==> config.mk <==
export PLATFORM = sky130hd
export DESIGN_NAME = trapezoid_speed_profile_generator
export DESIGN_NICKNAME = d
export VERILOG_FILES = /design/src/tsp_pkg.sv /design/src/tsp_div.sv /design/src/trapezoid_speed_profile_generator.sv
export SDC_FILE = /design/constraint.sdc
export NUM_CORES = 2
export LEC_CHECK = 0
export CORE_MARGIN = 2
export CORE_UTILIZATION = 56
export CTS_CLUSTER_DIAMETER = 60
export DETAILED_ROUTE_END_ITERATION = 16
export DONT_BUFFER_PORTS = 1
export HOLD_SLACK_MARGIN = 0.05
export PLACE_DENSITY = 0.75
export SYNTH_ARGS = -nofsm -noshare
export SYNTH_HDL_FRONTEND = slang
export SYNTH_HIERARCHICAL = 1
export SYNTH_SLANG_ARGS = --single-unit
==> constraint.sdc <==
create_clock -name clk -period 7.9 [get_ports clk]
set_clock_uncertainty 0.15 [all_clocks]
set_input_delay 1.58 -clock clk [delete_from_list [all_inputs] [get_ports clk]]
set_output_delay 1.58 -clock clk [all_outputs]
set_load 0.02 [all_outputs]
==> src/tsp_pkg.sv <==
`timescale 1ns / 1ps

package tsp_pkg;

    localparam int SPEED_W  = 32;
    localparam int TICK_W   = 16;
    localparam int PROD_W   = SPEED_W + TICK_W;
    localparam int CNT_W    = $clog2(PROD_W);
    localparam int CMD_W    = 2;
    localparam int JOINT_W  = 3;
    localparam int AJ_W     = 2;
    localparam int STATUS_W = 3;

    localparam logic [CMD_W-1:0] CMD_TICK   = 2'd0;
    localparam logic [CMD_W-1:0] CMD_START  = 2'd1;
    localparam logic [CMD_W-1:0] CMD_STATUS = 2'd2;

    localparam logic [STATUS_W-1:0] ST_NONE        = 3'd0;
    localparam logic [STATUS_W-1:0] ST_ACCEPTED    = 3'd1;
    localparam logic [STATUS_W-1:0] ST_NOT_RUNNING = 3'd2;
    localparam logic [STATUS_W-1:0] ST_BAD_JOINT   = 3'd3;
    localparam logic [STATUS_W-1:0] ST_TOO_SHORT   = 3'd4;

    localparam logic [JOINT_W-1:0] JOINT_LO = 3'd1;
    localparam logic [JOINT_W-1:0] JOINT_HI = 3'd3;

    typedef struct packed {
        logic busy;
        logic done;
    } div_status_t;

endpackage

==> src/tsp_div.sv <==
`timescale 1ns / 1ps

// restoring divider, one quotient bit per cycle
module tsp_div
    import tsp_pkg::*;
(
    input  logic                clk,
    input  logic                rst_n,
    input  logic                start,
    input  logic [PROD_W-1:0]   dividend,
    input  logic [TICK_W-1:0]   divisor,
    output logic [SPEED_W-1:0]  quotient,
    output div_status_t         stat
);

    logic              busy_reg, busy_next;
    logic              done_reg, done_next;
    logic [CNT_W-1:0]  cnt_reg, cnt_next;
    logic [TICK_W-1:0] rem_reg, rem_next;
    logic [PROD_W-1:0] quo_reg, quo_next;
    logic [TICK_W-1:0] dsr_reg, dsr_next;
    logic [TICK_W:0]   shifted;
    logic [TICK_W:0]   diff;

    assign shifted = {rem_reg, quo_reg[PROD_W-1]};
    assign diff    = shifted - {1'b0, dsr_reg};

    always_comb
    begin
        busy_next = busy_reg;
        done_next = 1'b0;
        cnt_next  = cnt_reg;
        rem_next  = rem_reg;
        quo_next  = quo_reg;
        dsr_next  = dsr_reg;
        if (start)
        begin
            busy_next = 1'b1;
            cnt_next  = CNT_W'(PROD_W - 1);
            rem_next  = '0;
            quo_next  = dividend;
            dsr_next  = divisor;
        end
        else if (busy_reg)
        begin
            if (shifted >= {1'b0, dsr_reg})
            begin
                rem_next = diff[TICK_W-1:0];
                quo_next = {quo_reg[PROD_W-2:0], 1'b1};
            end
            else
            begin
                rem_next = shifted[TICK_W-1:0];
                quo_next = {quo_reg[PROD_W-2:0], 1'b0};
            end
            cnt_next = cnt_reg - CNT_W'(1);
            if (cnt_reg == '0)
            begin
                busy_next = 1'b0;
                done_next = 1'b1;
            end
        end
    end

    always_ff @(posedge clk or negedge rst_n)
    begin
        if (!rst_n)
        begin
            busy_reg <= 1'b0;
            done_reg <= 1'b0;
            cnt_reg  <= '0;
        end
        else
        begin
            busy_reg <= busy_next;
            done_reg <= done_next;
            cnt_reg  <= cnt_next;
        end
    end

    always_ff @(posedge clk)
    begin
        rem_reg <= rem_next;
        quo_reg <= quo_next;
        dsr_reg <= dsr_next;
    end

    // quotient never exceeds the speed magnitude
    assign quotient  = quo_reg[SPEED_W-1:0];
    assign stat.busy = busy_reg;
    assign stat.done = done_reg;

endmodule

==> src/trapezoid_speed_profile_generator.sv <==
`timescale 1ns / 1ps

// channel   direction  handshake              payload
// in        input      in_valid / in_ready    command, system_running, joint, distance,
//                                             duration_ticks, ramp_ticks
// out       output     out_valid / out_ready  speed_ref, status, profile_active,
//                                             profile_done, active_joint
//
// status updates, rejected starts and plain ticks go from decode straight to the result stage
// accepted starts and ramp ticks go through one multiply, then the
// shared restoring divider (one quotient bit per cycle), then a final sign fix
// in_ready is high only while the sequencer is idle; a held result does not block input
// the result register waits for out_ready; a new result stalls until it is taken
// rst_n clears the profile state: not running, no profile, all speeds and counts zero
module trapezoid_speed_profile_generator
    import tsp_pkg::*;
(
    input  logic                       clk,
    input  logic                       rst_n,
    input  logic                       in_valid,
    output logic                       in_ready,
    input  logic [CMD_W-1:0]           command,
    input  logic                       system_running,
    input  logic [JOINT_W-1:0]         joint,
    input  logic signed [SPEED_W-1:0]  distance,
    input  logic [TICK_W-1:0]          duration_ticks,
    input  logic [TICK_W-1:0]          ramp_ticks,
    output logic                       out_valid,
    input  logic                       out_ready,
    output logic signed [SPEED_W-1:0]  speed_ref,
    output logic [STATUS_W-1:0]        status,
    output logic                       profile_active,
    output logic                       profile_done,
    output logic [AJ_W-1:0]            active_joint
);

    localparam logic [2:0] S_IDLE   = 3'd0;
    localparam logic [2:0] S_DECODE = 3'd1;
    localparam logic [2:0] S_MUL    = 3'd2;
    localparam logic [2:0] S_DIV    = 3'd3;
    localparam logic [2:0] S_FIN    = 3'd4;
    localparam logic [2:0] S_EMIT   = 3'd5;

    localparam logic [1:0] JOB_START = 2'd0;
    localparam logic [1:0] JOB_RAMP  = 2'd1;
    localparam logic [1:0] JOB_BRAKE = 2'd2;

    function automatic logic [SPEED_W-1:0] magnitude(input logic signed [SPEED_W-1:0] x);
        logic [SPEED_W-1:0] m;
        m = x[SPEED_W-1] ? (~x + SPEED_W'(1)) : x;
        return m;
    endfunction

    logic [2:0]                 state_reg, state_next;

    // latched transaction
    logic [CMD_W-1:0]           cmd_reg;
    logic                       run_in_reg;
    logic [JOINT_W-1:0]         joint_in_reg;
    logic signed [SPEED_W-1:0]  dist_reg;
    logic [TICK_W-1:0]          dur_reg;
    logic [TICK_W-1:0]          rin_reg;

    // profile state
    logic                       running_reg, running_next;
    logic                       active_reg, active_next;
    logic                       braking_reg, braking_next;
    logic [TICK_W-1:0]          tick_count_reg, tick_count_next;
    logic signed [SPEED_W-1:0]  cruise_reg, cruise_next;
    logic signed [SPEED_W-1:0]  start_speed_reg, start_speed_next;
    logic [TICK_W-1:0]          total_reg, total_next;
    logic [TICK_W-1:0]          ramp_reg, ramp_next;
    logic [AJ_W-1:0]            held_joint_reg, held_joint_next;

    // operands for the shared multiply and divide
    logic [SPEED_W-1:0]         op_a_reg, op_a_next;
    logic [TICK_W-1:0]          op_b_reg, op_b_next;
    logic [TICK_W-1:0]          den_reg, den_next;
    logic                       neg_reg, neg_next;
    logic [1:0]                 job_reg, job_next;

    // pending result
    logic signed [SPEED_W-1:0]  res_speed_reg, res_speed_next;
    logic [STATUS_W-1:0]        res_status_reg, res_status_next;
    logic                       res_active_reg, res_active_next;
    logic                       res_done_reg, res_done_next;
    logic [AJ_W-1:0]            res_joint_reg, res_joint_next;

    // output register
    logic                       out_valid_reg, out_valid_next;
    logic signed [SPEED_W-1:0]  speed_ref_reg;
    logic [STATUS_W-1:0]        status_reg;
    logic                       profile_active_reg;
    logic                       profile_done_reg;
    logic [AJ_W-1:0]            active_joint_reg;
    logic                       out_load;

    logic                       div_start;
    logic [PROD_W-1:0]          div_dividend;
    logic [SPEED_W-1:0]         div_quot;
    div_status_t                div_stat;

    logic                       in_fire;
    logic [TICK_W:0]            t_ext;
    logic [TICK_W-1:0]          dmr;
    logic signed [SPEED_W-1:0]  brake_base;
    logic [SPEED_W:0]           quot_signed;
    logic [SPEED_W:0]           brake_diff;

    assign in_ready = (state_reg == S_IDLE) && !div_stat.busy;
    assign in_fire  = in_valid && in_ready;

    assign t_ext      = {1'b0, tick_count_reg} + (TICK_W+1)'(1);
    assign dmr        = total_reg - ramp_reg;
    assign brake_base = braking_reg ? start_speed_reg : cruise_reg;

    assign quot_signed = neg_reg ? (~{1'b0, div_quot} + (SPEED_W+1)'(1)) : {1'b0, div_quot};
    assign brake_diff  = {start_speed_reg[SPEED_W-1], start_speed_reg} - quot_signed;

    // product of magnitude and tick fraction numerator, captured by the divider
    assign div_start    = (state_reg == S_MUL);
    assign div_dividend = PROD_W'(op_a_reg) * PROD_W'(op_b_reg);

    tsp_div u_div (
        .clk      (clk),
        .rst_n    (rst_n),
        .start    (div_start),
        .dividend (div_dividend),
        .divisor  (den_reg),
        .quotient (div_quot),
        .stat     (div_stat)
    );

    assign out_load = (state_reg == S_EMIT) && (!out_valid_reg || out_ready);

    always_comb
    begin
        state_next       = state_reg;
        running_next     = running_reg;
        active_next      = active_reg;
        braking_next     = braking_reg;
        tick_count_next  = tick_count_reg;
        cruise_next      = cruise_reg;
        start_speed_next = start_speed_reg;
        total_next       = total_reg;
        ramp_next        = ramp_reg;
        held_joint_next  = held_joint_reg;
        op_a_next        = op_a_reg;
        op_b_next        = op_b_reg;
        den_next         = den_reg;
        neg_next         = neg_reg;
        job_next         = job_reg;
        res_speed_next   = res_speed_reg;
        res_status_next  = res_status_reg;
        res_active_next  = res_active_reg;
        res_done_next    = res_done_reg;
        res_joint_next   = res_joint_reg;
        out_valid_next   = out_valid_reg;

        if (out_valid_reg && out_ready)
        begin
            out_valid_next = 1'b0;
        end

        unique case (state_reg)
            S_IDLE:
            begin
                if (in_fire)
                begin
                    state_next = S_DECODE;
                end
            end
            S_DECODE:
            begin
                state_next      = S_EMIT;
                res_speed_next  = '0;
                res_status_next = ST_NONE;
                res_done_next   = 1'b0;
                res_active_next = active_reg;
                res_joint_next  = active_reg ? held_joint_reg : '0;
                if (cmd_reg == CMD_STATUS)
                begin
                    running_next = run_in_reg;
                end
                else if (cmd_reg == CMD_START)
                begin
                    if (!running_reg)
                    begin
                        res_status_next = ST_NOT_RUNNING;
                    end
                    else if ((joint_in_reg < JOINT_LO) || (joint_in_reg > JOINT_HI))
                    begin
                        res_status_next = ST_BAD_JOINT;
                    end
                    else if ({1'b0, dur_reg} <= {rin_reg, 1'b0})
                    begin
                        res_status_next = ST_TOO_SHORT;
                    end
                    else
                    begin
                        res_status_next  = ST_ACCEPTED;
                        res_active_next  = 1'b1;
                        res_joint_next   = joint_in_reg[AJ_W-1:0];
                        start_speed_next = '0;
                        total_next       = dur_reg;
                        ramp_next        = rin_reg;
                        tick_count_next  = '0;
                        braking_next     = 1'b0;
                        held_joint_next  = joint_in_reg[AJ_W-1:0];
                        active_next      = 1'b1;
                        op_a_next        = magnitude(dist_reg);
                        op_b_next        = TICK_W'(1);
                        den_next         = dur_reg - rin_reg;
                        neg_next         = dist_reg[SPEED_W-1];
                        job_next         = JOB_START;
                        state_next       = S_MUL;
                    end
                end
                else if ((cmd_reg == CMD_TICK) && active_reg)
                begin
                    tick_count_next = t_ext[TICK_W-1:0];
                    res_joint_next  = held_joint_reg;
                    if ((ramp_reg != '0) && (t_ext <= {1'b0, ramp_reg}))
                    begin
                        // ramp up from zero
                        op_a_next  = magnitude(cruise_reg);
                        op_b_next  = t_ext[TICK_W-1:0];
                        den_next   = ramp_reg;
                        neg_next   = cruise_reg[SPEED_W-1];
                        job_next   = JOB_RAMP;
                        state_next = S_MUL;
                    end
                    else if ((t_ext > {1'b0, ramp_reg}) && (t_ext < {1'b0, dmr}))
                    begin
                        res_speed_next = cruise_reg;
                    end
                    else if ((ramp_reg != '0) && (t_ext >= {1'b0, dmr})
                             && (t_ext < {1'b0, total_reg}))
                    begin
                        // first braking tick moves the cruise speed over
                        if (!braking_reg)
                        begin
                            start_speed_next = cruise_reg;
                            cruise_next      = '0;
                            braking_next     = 1'b1;
                        end
                        op_a_next  = magnitude(brake_base);
                        op_b_next  = TICK_W'(t_ext - {1'b0, dmr});
                        den_next   = ramp_reg;
                        neg_next   = brake_base[SPEED_W-1];
                        job_next   = JOB_BRAKE;
                        state_next = S_MUL;
                    end
                    else
                    begin
                        res_done_next   = 1'b1;
                        res_active_next = 1'b0;
                        active_next     = 1'b0;
                        held_joint_next = '0;
                    end
                end
            end
            S_MUL:
            begin
                state_next = S_DIV;
            end
            S_DIV:
            begin
                if (div_stat.done)
                begin
                    state_next = S_FIN;
                end
            end
            S_FIN:
            begin
                state_next = S_EMIT;
                unique case (job_reg)
                    JOB_START: cruise_next    = quot_signed[SPEED_W-1:0];
                    JOB_RAMP:  res_speed_next = quot_signed[SPEED_W-1:0];
                    JOB_BRAKE: res_speed_next = brake_diff[SPEED_W-1:0];
                    default:   res_speed_next = '0;
                endcase
            end
            S_EMIT:
            begin
                if (out_load)
                begin
                    out_valid_next = 1'b1;
                    state_next     = S_IDLE;
                end
            end
            default:
            begin
                state_next = S_IDLE;
            end
        endcase
    end

    always_ff @(posedge clk or negedge rst_n)
    begin
        if (!rst_n)
        begin
            state_reg       <= S_IDLE;
            running_reg     <= 1'b0;
            active_reg      <= 1'b0;
            braking_reg     <= 1'b0;
            tick_count_reg  <= '0;
            cruise_reg      <= '0;
            start_speed_reg <= '0;
            total_reg       <= '0;
            ramp_reg        <= '0;
            held_joint_reg  <= '0;
            out_valid_reg   <= 1'b0;
        end
        else
        begin
            state_reg       <= state_next;
            running_reg     <= running_next;
            active_reg      <= active_next;
            braking_reg     <= braking_next;
            tick_count_reg  <= tick_count_next;
            cruise_reg      <= cruise_next;
            start_speed_reg <= start_speed_next;
            total_reg       <= total_next;
            ramp_reg        <= ramp_next;
            held_joint_reg  <= held_joint_next;
            out_valid_reg   <= out_valid_next;
        end
    end

    always_ff @(posedge clk)
    begin
        if (in_fire)
        begin
            cmd_reg      <= command;
            run_in_reg   <= system_running;
            joint_in_reg <= joint;
            dist_reg     <= distance;
            dur_reg      <= duration_ticks;
            rin_reg      <= ramp_ticks;
        end
        op_a_reg       <= op_a_next;
        op_b_reg       <= op_b_next;
        den_reg        <= den_next;
        neg_reg        <= neg_next;
        job_reg        <= job_next;
        res_speed_reg  <= res_speed_next;
        res_status_reg <= res_status_next;
        res_active_reg <= res_active_next;
        res_done_reg   <= res_done_next;
        res_joint_reg  <= res_joint_next;
        if (out_load)
        begin
            speed_ref_reg      <= res_speed_reg;
            status_reg         <= res_status_reg;
            profile_active_reg <= res_active_reg;
            profile_done_reg   <= res_done_reg;
            active_joint_reg   <= res_joint_reg;
        end
    end

    assign out_valid      = out_valid_reg;
    assign speed_ref      = speed_ref_reg;
    assign status         = status_reg;
    assign profile_active = profile_active_reg;
    assign profile_done   = profile_done_reg;
    assign active_joint   = active_joint_reg;

endmodule

=== Yosys cells after proc, flatten, opt, wreduce, memory -nomap -nowiden ===
Index checks and enable logic that the tools add are counted.

* Register bits: 424
* Input bits: 74
* Output and inout port bits: 41

* Add/sub/neg operators: 11
* Multiply operators: 1
* $lt $le $gt $ge: 9
* Eq/ne operators: 28
* Multiplexer cells: 138
* Bitwise logic cells: 10
* Reductions and logical operators: 36

{| class="wikitable"
|+ Operator list
! operator !! count
|-
| 32-bit 2-to-1 mux || 34
|-
| 16-bit 2-to-1 mux || 22
|-
| 32-bit inverter || 4
|-
| 32-bit case mux with 2 select lines || 2
|-
| 32-bit by 2-bit adder with 32-bit output, second input constant || 3
|-
| 48-bit 2-to-1 mux || 2
|-
| 32-bit case mux with 3 select lines || 1
|-
| 16-bit subtractor || 4
|-
| 2-bit 2-to-1 mux || 25
|-
| 32-bit by 16-bit multiplier with 48-bit output || 1
|-
| 3-bit 2-to-1 mux || 13
|-
| 1-bit 2-to-1 mux || 36
|-
| 17-bit by 16-bit >= comparator with 1-bit output || 2
|-
| 17-bit by 16-bit < comparator with 1-bit output || 2
|-
| 2-bit != test, second input constant || 17
|-
| 32-bit by 1-bit adder with 32-bit output, second input constant || 1
|-
| 32-bit subtractor || 1
|-
| 9-bit AND reduction || 3
|-
| 3-bit case mux with 6 select lines || 1
|-
| 16-bit by 1-bit adder with 17-bit output, second input constant || 1
|-
| 17-bit by 16-bit greater-than comparator with 1-bit output || 1
|-
| 16-bit by 17-bit <= comparator with 1-bit output || 1
|-
| 17-bit by 16-bit <= comparator with 1-bit output || 1
|-
| 16-bit nonzero test || 1
|-
| 28 further kinds || 54
|}

=== Depth between registers and ports, before layout ===
* Word-level depth: 11
* Gate-level depth with buffers: 26
* Mapped depth without buffers: 25

=== Hierarchy ===
Netlist, hierarchy kept.

{| class="wikitable"
|+ Modules (own cells, without submodules)
! module !! times used !! cells each !! area an instance (µm²) !! sequential area each (µm²)
|-
| trapezoid_speed_profile_generator || 1 || 3981 || 36919.2 || 9484.1
|-
| tsp_div || 1 || 410 || 4783.3 || 2442.3
|}

=== Worst setup path before layout ===
No wires, ideal clock.

* Path type: reg2reg
* Start: register op_a_reg[19]
* End: register u_div.quo_reg[45] (data pin)
* Library setup time: 260 ps
* Data arrival time: 6660 ps
* Required time: 7490 ps
* Setup slack: 831 ps
* Cell stages (with the launch flop): 25
* Buffers on the path: 2
* Period minus slack after synthesis: 7069 ps
* Cells stage by stage: edfxtp_1 > clkbuf_1 > nand2_1 > fa_1 > fa_1 > fa_1 > inv_1 > fa_1 > fa_1 > inv_1 > fa_1 > inv_1 > ha_1 > clkbuf_1 > a21o_1 > a21o_1 > a221oi_1 > o31ai_1 > o31ai_1 > o21ai_0 > a21bo_2 > a2111oi_0 > a21oi_1 > xor2_1 > mux2_2

* Cells in the longest elaborated chain, start to end: 2

{| class="wikitable"
|+ Ends and longest elaborated chain
! item !! RTL line !! RTL
|-
| from (decl) || trapezoid_speed_profile_generator.sv:76 || <nowiki>logic [SPEED_W-1:0] op_a_reg, op_a_next;</nowiki>
|-
| from (signal assigned) || trapezoid_speed_profile_generator.sv:342 || <nowiki>op_a_reg <= op_a_next;</nowiki>
|-
| 32-bit by 16-bit multiplier with 48-bit output || trapezoid_speed_profile_generator.sv:122 || <nowiki>assign div_dividend = PROD_W'(op_a_reg) * PROD_W'(op_b_reg);</nowiki>
|-
| net div_dividend[45] || trapezoid_speed_profile_generator.sv:99 || <nowiki>logic [PROD_W-1:0] div_dividend;</nowiki>
|-
| 48-bit 2-to-1 mux || tsp_div.sv:36 || <nowiki>if (start)</nowiki>
|-
| net u_div.quo_next[45] || tsp_div.sv:20 || <nowiki>logic [PROD_W-1:0] quo_reg, quo_next;</nowiki>
|-
| to (signal assigned) || tsp_div.sv:84 || <nowiki>quo_reg <= quo_next;</nowiki>
|-
| to (decl) || tsp_div.sv:20 ||
|}

The timed path passes the listed nets, and every way through them passes these cells.
A chain may end at the register's enable or synchronous reset.

=== Worst setup path after layout ===
* Start: register op_a_reg[2]
* End: register u_div.quo_reg[44] (data pin)

Same word-level chain as after synthesis.

==> impl_metrics.sql <==
INSERT INTO impl_metrics (metric_group, metric, value, unit) VALUES
('power', 'power.density_cell_area', '298', 'nW/µm²'),
('setup_path', 'rr_endpoint', 'u_div/quo_reg[44]$_DFFE_PP_', ''),
('route', 'post_drt_wl_per_cell', '20.1', 'µm'),
('setup_path', 'timing_worst_setup_path_type', 'flip-flop to flip-flop', ''),
('synthesis', 'syn_avg_cell_area', '9.50', 'µm²'),
('setup_path', 'delay_heaviest_family_cp', 'adder cells', ''),
('setup_path', 'crit_top_cell', 'fa_1', ''),
('power', 'seq_power_share', '26.5', '%'),
('setup_path', 'critical_path.endpoint_type', 'flip-flop', ''),
('finish', 'fill_cells', '6284', ''),
('placed_design', 'io_buffers', '0', ''),
('timing', 'timing.final.crit_period', '7.62', 'ns'),
('floorplanning', 'core_region_area', '74100', 'µm²'),
('placed_design', 'dp_hpwl', '80700', 'µm'),
('clock_tree', 'cts_hold_bufs', '0', ''),
('synthesis', 'asyncSetResetFlopFracSynth', '30.4', '%'),
('timing', 'tightestPinTransition', '1.20', 'ns'),
('timing', 'grt_setup_unrepaired', 'false', ''),
('setup_path', 'regToRegSetupSlack', '0.28', 'ns'),
('setup_path', 'cp-endpoint', 'u_div/quo_reg[44]$_DFFE_PP_', ''),
('synthesis', 'yosysWarnings', '6', ''),
('setup_path', 'timing.rr.start', 'op_a_reg[2]$_DFFE_PP_', ''),
('timing', 'final-max-slew-violation-count', '0', ''),
('floorplanning', 'die_area', '76700', 'µm²'),
('placed_design', 'gp_congestion', '0.945', ''),
('floorplanning', 'initial_core_util', '56.3', '%'),
('floorplanning', 'chipHeight', '277', 'µm'),
('synthesis', 'synth.ff_latch_count', '424', ''),
('route', 'detail-route-antenna-nets', '0', ''),
('power', 'p_sw_share', '45.7', '%'),
('timing', 'setup-tns-final', '0', 'ns'),
('hold_path', 'min_path_type', 'flip-flop to flip-flop', ''),
('power', 'comb_power_share', '56.3', '%'),
('setup_path', 'timing.critical_path.fanout_max', '16', ''),
('setup_path', 'timing.critical_path.buf_inv', '4', ''),
('route', 'drt-total-wl', '106000', 'µm'),
('timing', 'finalHoldViolations', '0', ''),
('setup_path', 'start_kind', 'flip-flop', ''),
('global_route', 'grt_usage', '28.2', '%'),
('route', 'via_count', '31785', ''),
('timing', 'relSlewSlack', '20.0', '%'),
('synthesis', 'post-synth-top-area-cell', 'fa_1', ''),
('global_route', 'grt_pass1_wl', '173000', 'µm'),
('synthesis', 'synthFlopType', 'edfxtp_1', ''),
('clock_tree', 'cts_max_path_buffers', '3', ''),
('power', 'p_int', '7.15', 'mW'),
('setup_path', 'critPathMaxStageDelay', '0.88', 'ns'),
('finish', 'multiInputGateArea', '26600', 'µm²'),
('timing', 'final_min_period_over_clock_period', '96.4', '%'),
('route', 'viasPerCell', '6.02', ''),
('synthesis', 'netlist_top_cells_area', 'fa_1, edfxtp_1, ha_1', ''),
('power', 'clock_power_share', '17.2', '%'),
('finish', 'number_of_nets_in_the_final_layout', '5037', ''),
('global_route', 'antenna_found_initial', '8', ''),
('synthesis', 'post_synth_instance_area', '41700', 'µm²'),
('finish', 'drive_above_1_share', '6.10', '%'),
('route', 'number_of_search_and_repair_iterations_in_the_first_detailed_routing_pass', '6', ''),
('synthesis', 'synthTopCellsByCount', 'inv_1, nand2_1, fa_1, edfxtp_1, ha_1', ''),
('power', 'power_leakage', '19.4', 'nW'),
('synthesis', 'top_cell_type_s_share_of_synthesized_area', '20.3', '%'),
('clock_tree', 'clock_sinks', '424', ''),
('clock_tree', 'number_of_buffers_created_by_cts', '46', ''),
('outcome', 'result_of_the_run', 'finished, final reports clean', ''),
('clock_tree', 'cts.clk_slew.worst_paths', '0.06', 'ns'),
('run', 'cap_viol_max_count', '0', ''),
('route', 'remaining_drc_errors', '0', ''),
('timing', 'final-setup-viol-count', '0', ''),
('setup_path', 'crit_required', '8.08', 'ns'),
('timing', 'fmax', '131', 'MHz'),
('floorplanning', 'die_width', '277', 'µm'),
('synthesis', 'synth_edf_count', '279', '');
## metrics by stage
step           setup WS, ns  std cells  cell area (µm²)  utilization (%)  hold slack, ns
5_1_grt            0.000261       5278            44200             59.7           0.277
2_1_floorplan         0.831       4391            41700                -           0.250
3_3_place_gp          0.314       5181            42500             57.4           0.251
6_report              0.284       5279            44200             59.7           0.264
4_1_cts               0.248       5266            44100             59.6           0.266
3_5_place_dp          0.284       5181            42500             57.4           0.255
## worst reg2reg max path, stage by stage, from the launching register on
cell and delay [ns]:
edfxtp_1 0.88, and2_1 0.25, fa_1 0.47, fa_1 0.52, fa_1 0.44, fa_1 0.48
fa_1 0.50, inv_1 0.06, fa_1 0.49, inv_1 0.05, ha_1 0.36, a21oi_1 0.22
o21ai_0 0.21, a221o_1 0.38, or3_1 0.36, o21ai_1 0.12, buf_4 0.16, o21ai_0 0.17
a221oi_1 0.31, buf_4 0.17, o21bai_1 0.06, a21oi_1 0.21, xnor2_1 0.09, mux2_2 0.27
## metal layers
layer | track usage (%) | share of wire (%) | vias up
li1 | - | - | 14501
met3 | 5.55 | 8.8 | 207
met1 | 39.1 | 42 | 15728
met2 | 44.7 | 46 | 1347
met4 | 8.95 | 3.1 | 2
met5 | 0 | 0.017 | -
## cell usage in the layout (no fill, tap or decap), types with 47 or more instances in the layout
| cell | count |
|---|---|
| a21o_1 | 61 |
| a21oi_1 | 196 |
| a22o_1 | 53 |
| and2_1 | 228 |
| buf_4 | 72 |
| clkbuf_16 | 47 |
| dfrtp_1 | 128 |
| edfxtp_1 | 279 |
| fa_1 | 423 |
| ha_1 | 269 |
| inv_1 | 576 |
| mux2_2 | 51 |
| nand2_1 | 576 |
| nor2_1 | 158 |
| nor3_1 | 60 |
| o21ai_0 | 206 |
| xnor2_1 | 112 |
| xor2_1 | 122 |
## final cells by class
type	instances	area share (%)
Multi-Input combinational cell	3140	60.1
Sequential cell	424	27.0
Inverter	577	4.90
Tap cell	969	2.74
Clock buffer	50	2.69
Timing Repair Buffer	82	1.68
Clock inverter	35	0.877
Antenna cell	2	0.0113
## power groups by stage
| stage | combinational, mW | sequential [mW] | clock, mW |
|---|---|---|---|
| floorplan | 5.37 | 3.26 | 0 |
| global placement | 7.08 | 3.52 | 0 |
| detailed placement | 7.19 | 3.52 | 0 |
| CTS | 7.26 | 3.48 | 2.29 |
| global route | 8.15 | 3.53 | 2.37 |
| finish | 7.40 | 3.49 | 2.26 |
## cell families (layout without fill, tap and decap cells)
logic type                 Yosys count  after routing  synth area share [%]
buffers and inverters              827            744                  7.84
DFF                                424            424                  28.6
other                                0              2                     0
adders and majority gates          692            692                  28.4
muxes                               75             75                  1.95
and+or+nand+nor                   1289           1289                  15.0
xor gates and xnor gates           235            235                  4.95
AOI/OAI and AO/OA                  849            849                  13.3
## repair_timing
item | CTS | global route
gates resized for setup | 0 | 2
setup buffers | 0 | 11
endpoints found under the hold margin | 0 | 0
endpoints found under the setup margin | 0 | 2
## worst min-delay path by stage
stage                     cells after the start  slack [ns]                     endpoint                        start
after global routing                          0        0.28  u_div/dsr_reg[14]$_DFFE_PP_        den_reg[14]$_DFFE_PP_
after CTS                                     0        0.27      speed_ref[20]$_DFFE_PP_  res_speed_reg[20]$_DFFE_PP_
after detailed placement                      0        0.25      speed_ref[11]$_DFFE_PP_  res_speed_reg[11]$_DFFE_PP_
final                                         0        0.26      speed_ref[20]$_DFFE_PP_  res_speed_reg[20]$_DFFE_PP_
after global placement                        0        0.25   u_div/dsr_reg[2]$_DFFE_PP_         den_reg[2]$_DFFE_PP_
after floorplan                               0        0.25    active_joint[0]$_DFFE_PP_   res_joint_reg[0]$_DFFE_PP_
Note: power is estimated with default switching activity, not from simulation.
